--- config.mk ---
export PLATFORM = sky130hd
export DESIGN_NAME = escape_rle_block_decoder
export DESIGN_NICKNAME = d
export VERILOG_FILES = /design/src/rtl/core/erbd_pkg.sv /design/src/rtl/core/escape_rle_block_decoder.sv
export SDC_FILE = /design/constraint.sdc
export NUM_CORES = 1
export LEC_CHECK = 0
export ABC_CLOCK_PERIOD_IN_PS = 5300
export BUFFER_PORTS_ARGS = -buffer_cell sky130_fd_sc_hd__buf_2
export CORE_ASPECT_RATIO = 0.75
export CORE_MARGIN = 10
export CORE_UTILIZATION = 60
export CTS_BUF_LIST = sky130_fd_sc_hd__clkbuf_16
export CTS_CLUSTER_SIZE = 14
export DETAILED_ROUTE_END_ITERATION = 16
export PLACE_DENSITY = 0.84
export RECOVER_POWER = 25
export SYNTH_ARGS = -nofsm -noshare
export SYNTH_HDL_FRONTEND = slang
export SYNTH_SLANG_ARGS = --single-unit
--- constraint.sdc ---
create_clock -name clk_i -period 5.3 [get_ports clk_i]
set_clock_uncertainty 0.15 [all_clocks]
set_input_delay 1.06 -clock clk_i [delete_from_list [all_inputs] [get_ports clk_i]]
set_output_delay 1.06 -clock clk_i [all_outputs]
set_load 0.1 [all_outputs]
--- src/rtl/core/erbd_pkg.sv ---
// Shared types and constants for the escape run-length block decoder.
// No dependencies; imported by escape_rle_block_decoder.
`default_nettype none

package erbd_pkg;

  // Field widths
  localparam int unsigned AddrW  = 18;
  localparam int unsigned LenW   = 16;
  localparam int unsigned ByteW  = 8;

  // Escape byte of the compressed stream
  localparam logic [ByteW-1:0] EscByte = 8'hED;

  // Register reset values
  localparam logic [AddrW-1:0] StartAddrRst = 18'h04000;
  localparam logic [LenW-1:0]  BlockLenRst  = 16'h4000;

  // Configuration register indexes
  localparam logic CfgStartAddr = 1'b0;
  localparam logic CfgBlockLen  = 1'b1;

  // Request kinds
  localparam logic KindByte  = 1'b0;
  localparam logic KindStart = 1'b1;

  // Input request: a source byte or a start of a new block
  typedef struct packed {
    logic             kind;
    logic [ByteW-1:0] in_byte;
  } in_t;

  // One decoded run
  typedef struct packed {
    logic [AddrW-1:0] run_address;
    logic [ByteW-1:0] run_byte;
    logic [ByteW-1:0] run_length;
    logic             block_done;
    logic             ended_by_marker;
  } out_t;

endpackage

`default_nettype wire

--- src/rtl/core/escape_rle_block_decoder.sv ---
// Escape run-length block decoder: one compressed byte per request, runs out.
// Runs enter a 4-entry result queue when their request is accepted. Throughput: one
// request per cycle while the input is not stalled; runs leave one per cycle while the output is not stalled.
// A lone escape followed by a literal yields two runs (one if the escape ends the block);
// input stalls while the queue holds more than two runs. Reset: registers return to
// 0x4000, block finished, queue empty. Depends on erbd_pkg.
`default_nettype none

module escape_rle_block_decoder (
  input  wire logic          clk_i,
  input  wire logic          rst_ni,
  // source requests
  input  wire logic          in_valid_i,
  output logic               in_stall_o,
  input  wire erbd_pkg::in_t in_data_i,
  // decoded runs
  output logic               out_valid_o,
  input  wire logic          out_stall_i,
  output erbd_pkg::out_t     out_data_o,
  // configuration writes
  input  wire logic          cfg_valid_i,
  output logic               cfg_ready_o,
  input  wire logic          cfg_index_i,
  input  wire logic [17:0]   cfg_data_i
);
  import erbd_pkg::*;

  // Decode phases
  localparam logic [1:0] PhIdle   = 2'd0;
  localparam logic [1:0] PhOneEsc = 2'd1;
  localparam logic [1:0] PhTwoEsc = 2'd2;
  localparam logic [1:0] PhCount  = 2'd3;

  localparam int unsigned QDepth = 4;
  localparam int unsigned QPtrW  = $clog2(QDepth);
  localparam int unsigned QCntW  = $clog2(QDepth + 1);

  // Configuration registers
  logic [AddrW-1:0] start_addr_q;
  logic [LenW-1:0]  block_len_q;

  // Decoder state
  logic [1:0]       phase_q, phase_d;
  logic [ByteW-1:0] pending_q, pending_d;
  logic [AddrW-1:0] waddr_q, waddr_d;
  logic [LenW-1:0]  left_q, left_d;
  logic             finished_q, finished_d;

  // Result queue
  out_t             q_mem [QDepth];
  logic [QPtrW-1:0] wptr_q, rptr_q;
  logic [QCntW-1:0] cnt_q, cnt_d;

  logic             in_acc, out_acc;
  out_t             res0, res1;
  logic [1:0]       push_n;
  logic [ByteW-1:0] b;
  logic [LenW-1:0]  left_one, left_two, left_run;
  logic [AddrW-1:0] waddr_one, waddr_two;
  logic [ByteW-1:0] run_len;

  assign in_acc      = in_valid_i & ~in_stall_o;
  assign out_acc     = out_valid_o & ~out_stall_i;
  assign cfg_ready_o = 1'b1;
  assign b           = in_data_i.in_byte;

  // Configuration writes
  always_ff @(posedge clk_i or negedge rst_ni) begin
    if (!rst_ni) begin
      start_addr_q <= StartAddrRst;
      block_len_q  <= BlockLenRst;
    end else if (cfg_valid_i && cfg_ready_o) begin
      case (cfg_index_i)
        CfgStartAddr: start_addr_q <= cfg_data_i;
        CfgBlockLen:  block_len_q  <= cfg_data_i[LenW-1:0];
        default:      ;
      endcase
    end
  end

  // Arithmetic for single literals and clamped runs
  assign left_one  = left_q - LenW'(1);
  assign left_two  = left_q - LenW'(2);
  assign waddr_one = waddr_q + AddrW'(1);
  assign waddr_two = waddr_q + AddrW'(2);
  assign run_len   = (left_q < {{(LenW-ByteW){1'b0}}, pending_q}) ? left_q[ByteW-1:0]
                                                                  : pending_q;
  assign left_run  = left_q - {{(LenW-ByteW){1'b0}}, run_len};

  // Decode one request into up to two runs
  always_comb begin
    phase_d    = phase_q;
    pending_d  = pending_q;
    waddr_d    = waddr_q;
    left_d     = left_q;
    finished_d = finished_q;
    res0       = '0;
    res1       = '0;
    push_n     = 2'd0;
    if (in_acc) begin
      if (in_data_i.kind == KindStart) begin
        // start of a new block
        waddr_d    = start_addr_q;
        left_d     = block_len_q;
        phase_d    = PhIdle;
        pending_d  = '0;
        finished_d = (block_len_q == '0);
        if (block_len_q == '0) begin
          res0.run_address = start_addr_q;
          res0.block_done  = 1'b1;
          push_n           = 2'd1;
        end
      end else if (!finished_q) begin
        case (phase_q)
          PhIdle: begin
            if (b == EscByte) begin
              phase_d = PhOneEsc;
            end else begin
              res0.run_address = waddr_q;
              res0.run_byte    = b;
              res0.run_length  = ByteW'(1);
              res0.block_done  = (left_one == '0);
              push_n           = 2'd1;
              waddr_d          = waddr_one;
              left_d           = left_one;
              finished_d       = (left_one == '0);
            end
          end
          PhOneEsc: begin
            if (b == EscByte) begin
              phase_d = PhTwoEsc;
            end else begin
              // lone escape written literally, then this byte
              phase_d          = PhIdle;
              res0.run_address = waddr_q;
              res0.run_byte    = EscByte;
              res0.run_length  = ByteW'(1);
              res0.block_done  = (left_one == '0);
              if (left_one == '0) begin
                push_n     = 2'd1;
                waddr_d    = waddr_one;
                left_d     = left_one;
                finished_d = 1'b1;
              end else begin
                res1.run_address = waddr_one;
                res1.run_byte    = b;
                res1.run_length  = ByteW'(1);
                res1.block_done  = (left_two == '0);
                push_n           = 2'd2;
                waddr_d          = waddr_two;
                left_d           = left_two;
                finished_d       = (left_two == '0);
              end
            end
          end
          PhTwoEsc: begin
            if (b == '0) begin
              // end marker
              finished_d           = 1'b1;
              phase_d              = PhIdle;
              res0.run_address     = waddr_q;
              res0.block_done      = 1'b1;
              res0.ended_by_marker = 1'b1;
              push_n               = 2'd1;
            end else begin
              pending_d = b;
              phase_d   = PhCount;
            end
          end
          default: begin
            // value byte of a repeat run
            phase_d          = PhIdle;
            pending_d        = '0;
            res0.run_address = waddr_q;
            res0.run_byte    = b;
            res0.run_length  = run_len;
            res0.block_done  = (left_run == '0);
            push_n           = 2'd1;
            waddr_d          = waddr_q + {{(AddrW-ByteW){1'b0}}, run_len};
            left_d           = left_run;
            finished_d       = (left_run == '0);
          end
        endcase
      end
    end
  end

  // Decoder state registers
  always_ff @(posedge clk_i or negedge rst_ni) begin
    if (!rst_ni) begin
      phase_q    <= PhIdle;
      pending_q  <= '0;
      waddr_q    <= '0;
      left_q     <= '0;
      finished_q <= 1'b1;
    end else begin
      phase_q    <= phase_d;
      pending_q  <= pending_d;
      waddr_q    <= waddr_d;
      left_q     <= left_d;
      finished_q <= finished_d;
    end
  end

  // Result queue storage
  always_ff @(posedge clk_i) begin
    if (push_n != 2'd0) begin
      q_mem[wptr_q] <= res0;
    end
    if (push_n == 2'd2) begin
      q_mem[wptr_q + QPtrW'(1)] <= res1;
    end
  end

  // Result queue pointers and fill
  assign cnt_d = cnt_q + QCntW'(push_n) - QCntW'(out_acc);

  always_ff @(posedge clk_i or negedge rst_ni) begin
    if (!rst_ni) begin
      wptr_q <= '0;
      rptr_q <= '0;
      cnt_q  <= '0;
    end else begin
      wptr_q <= wptr_q + QPtrW'(push_n);
      rptr_q <= rptr_q + QPtrW'(out_acc);
      cnt_q  <= cnt_d;
    end
  end

  // Stall while a two-run request might not fit
  assign in_stall_o  = (cnt_q > QCntW'(QDepth - 2));
  assign out_valid_o = (cnt_q != '0);
  assign out_data_o  = q_mem[rptr_q];

  // Checks
  a_cnt_bound: assert property (@(posedge clk_i) disable iff (!rst_ni)
    cnt_q <= QCntW'(QDepth))
    else $error("result queue overflow");

  a_done_finishes: assert property (@(posedge clk_i) disable iff (!rst_ni)
    (push_n != 2'd0 && (res0.block_done || (push_n == 2'd2 && res1.block_done)))
      |=> finished_q)
    else $error("finishing run did not close the block");

  a_open_has_room: assert property (@(posedge clk_i) disable iff (!rst_ni)
    !finished_q |-> left_q != '0)
    else $error("open block with no bytes left");

  a_idle_when_done: assert property (@(posedge clk_i) disable iff (!rst_ni)
    finished_q |-> phase_q == PhIdle)
    else $error("escape phase held in finished block");

  a_two_runs_literal: assert property (@(posedge clk_i) disable iff (!rst_ni)
    push_n == 2'd2 |-> phase_q == PhOneEsc && res0.run_byte == EscByte)
    else $error("double run outside lone escape");

endmodule

`default_nettype wire

==> metrics <==
register area share after synthesis=0.4549; post-synth cell types=92; worst slack, placed=231.4 ps; most area-hungry cell type in the Yosys netlist=edfxtp_1; minimum clock period=5064 ps; chip width=193.5 µm; maximum vdd drop=0.3536 mV; Ys Warns=0; Clk pin slew, worst setup/hold paths=60 ps; TritonCTS Buffers=24; dominant synthesized flop cell=edfxtp_1; status=finished, violations left; Inst Count DP=1640; DR iter-0 viols=1599; R2R setup slack=240 ps; initial core utilization=0.6123; family with the most delay on the worst path=compound AO/OA/AOI/OAI gates; root buf cell=clkbuf_16; H-tree depth=1; Net count, final=1445; ranking of synthesized cells by area=edfxtp_1 (25%), dfrtp_1 (15%), mux4_2 (6.0%), dfxtp_1 (4.7%), o22ai_1 (4.1%); area of the multi-input gates=6832 µm²; # diodes=0; Filler cells=1660; drt first pass iters=5; post-synthesis async set-or-reset flop share=0.3739; total number of vias=11629; vias in the first global route=11407; # clock sinks=230; Cell Area, Synth=13540 µm²; critical path endpoint category=register; largest net degree at the start of global routing=48; Setup crit start kind=register; GP Congestion=0.9869; Rel. slew slack=-0.8763; routed vias/inst=6.897; first-pass GRT wire length=64.71 mm; port bufs=70; I/O pin count=72; Worst Path Buf+Inv=1; slowest cell delay on critical path=410 ps; failing checks=capacitance limit, slew limit; DRC errors left=0; total leakage power=5.887 nW; Max Slew Vio Count=76; Least-Margin Pin Slew=2814 ps; GRT Residual Overflow=0; design area=15080 µm²; CTS tree=done; Hold Crit Class=register to register; Final setup violation count=0; EDFF count, synth=112; initial antenna violation count=0; Final Hold Viols=0; hold_ws=305.2 ps; layout cells sized above 1=0.1976; critical-path maximum fanout=8; Clock Tree Buf Depth=3; Post-Place Cell Area=14250 µm²; core area=22110 µm²; Clock Latency Late Sink=540 ps; drt wl/cell=24.27 µm; synthesized net count=1398; power per cell area=523.9 nW/µm²; FF/Latch Area=6161 µm²; row cnt=47; max_cap viols=2; crit-path cells=inv_1 -> ha_1 -> a21o_1 -> a21oi_1 -> o21ai_0 -> a21oi_1 -> o21ai_4 -> mux2i_2 -> ha_1 -> nor2b_4 -> o31ai_2 -> a21oi_2 -> or2_0 -> a311o_1 -> or3_4 -> o31ai_4 -> a31oi_2 -> o22ai_1; Detailed Place HPWL=28.29 mm; Slowest-stage cell, CP=a311o_1; die area=29040 µm²; CP Class=register to register; Synth top area share=0.2484; syn_area_per_cell=10.20 µm²; Period Utilization, post-route=0.9555; FMAX=197.5 MHz; Die H=150.1 µm; worst setup margin=235.9 ps; CTS hold repair buffers=0; final non-filler cell total=1686; final wirelength=40.92 mm; WP data arrival=5260 ps; Post-DRT Antenna Nets=0; GRT Resource Usage Total=0.2743; CP required=5500 ps; synthesis-stage register bit count=230; Gate Count Post-Synth=1327; area growth from synthesis to layout=11.39%
[tightest hold or removal path: stages, from the launching register on]
cell	delay [ps]
dfxtp_1	310
nand2_1	50
a21oi_1	50
[placed cells by master, fill, tap and decap left out, drive strengths merged, types with 33 or more instances in the layout]
master	count
edfxtp	112
nor3	39
nand2	105
inv	56
buf	119
mux2	36
dfrtp	83
a21oi	74
xnor2	33
o22ai	88
mux4	36
ha	35
nand3	38
nor2	93
o21ai	78
[cell type report]
cell class	count	share of cell area
clock buffer	26	0.04314
multi-input combinational	949	0.4530
tap	294	0.02439
inverter	47	0.01170
timing repair buffer	122	0.05028
sequential	230	0.4085
clock inverter	18	0.008960
[cells in the mapped netlist (all sizes together), types with 10 or more instances]
| cell | number |
|---|---|
| mux4 | 36 |
| a21oi | 74 |
| and3 | 10 |
| mux2 | 36 |
| a211oi | 11 |
| or2 | 11 |
| mux2i | 13 |
| o21ai | 78 |
| edfxtp | 112 |
| nor2b | 12 |
| a22o | 26 |
| o22ai | 88 |
| nor3 | 39 |
| and2 | 15 |
| nor4 | 15 |
| nand2 | 105 |
| clkbuf | 79 |
| xnor2 | 33 |
| nor2 | 93 |
| or3 | 22 |
| o21a | 10 |
| nand4 | 13 |
| dfrtp | 83 |
| a31oi | 14 |
| nand3 | 38 |
| dfxtp | 32 |
| buf | 22 |
| xor2 | 26 |
| ha | 35 |
| o31ai | 10 |
| inv | 46 |
| a21o | 20 |
[stage by stage]
| stage | setup TNS, ps | power [mW] | utilization |
|---|---|---|---|
| floorplan | 0 | 5.254 | - |
| global placement | 0 | 6.066 | 0.6444 |
| detailed placement | 0 | 6.124 | 0.6444 |
| CTS | 0 | 7.820 | 0.6799 |
| global route | -10.54 | 8.271 | 0.6820 |
| finish | 0 | 7.901 | 0.6820 |
[state kept, by name, summed over array words and instances, names as in the netlist]
name,flops
block_len_q,16
left_q,16
phase_q,2
rptr_q,2
start_addr_q,18
pending_q,8
cnt_q,3
q_mem,144
wptr_q,2
waddr_q,18
finished_q,1
[routing by layer]
| layer | global-route usage | share of wire | wire length [µm] |
|---|---|---|---|
| met5 | 0 | 0 | 0 |
| met4 | 0.08855 | 0.033 | 1340 |
| met3 | 0.06400 | 0.12 | 5042 |
| met2 | 0.4184 | 0.44 | 18010 |
| met1 | 0.3811 | 0.40 | 16530 |
[power by group]
part / internal (mW) / total, mW / switching, mW
Combinational: 1.20 / 3.65 / 2.45
Clock: 0.982 / 1.71 / 0.725
Sequential: 2.09 / 2.55 / 0.451
[path summary, 6_finish.rpt]
kind / from / end / cells after the start
max: pending_q[1] / q_mem[0][1] / 18
min: q_mem[1][9] / q_mem[1][9] / 2
max reg2reg: pending_q[1] / q_mem[0][1] / 18
min reg2reg: q_mem[1][9] / q_mem[1][9] / 2
max in group asynchronous: rst_ni / left_q[12] / 2
min in group asynchronous: rst_ni / start_addr_q[6] / 1
[timing repair]
item / 4_1_cts / 5_1_grt
setup buffers: 0 / 2
endpoints found under the setup margin: 0 / 6
gates resized for setup: 0 / 8
[cell families after synthesis]
| logic type | share of synthesized area |
|---|---|
| XOR/XNOR | 0.03872 |
| AND/OR/NAND/NOR | 0.1439 |
| multiplexers | 0.09971 |
| adder cells (fa/ha/maj) | 0.03678 |
| buffers and inverters | 0.04362 |
| other | 0.0002770 |
| AO/OA/AOI/OAI | 0.1821 |
| flip-flops | 0.4549 |
No activity file was read; power rests on OpenSTA's default activity.
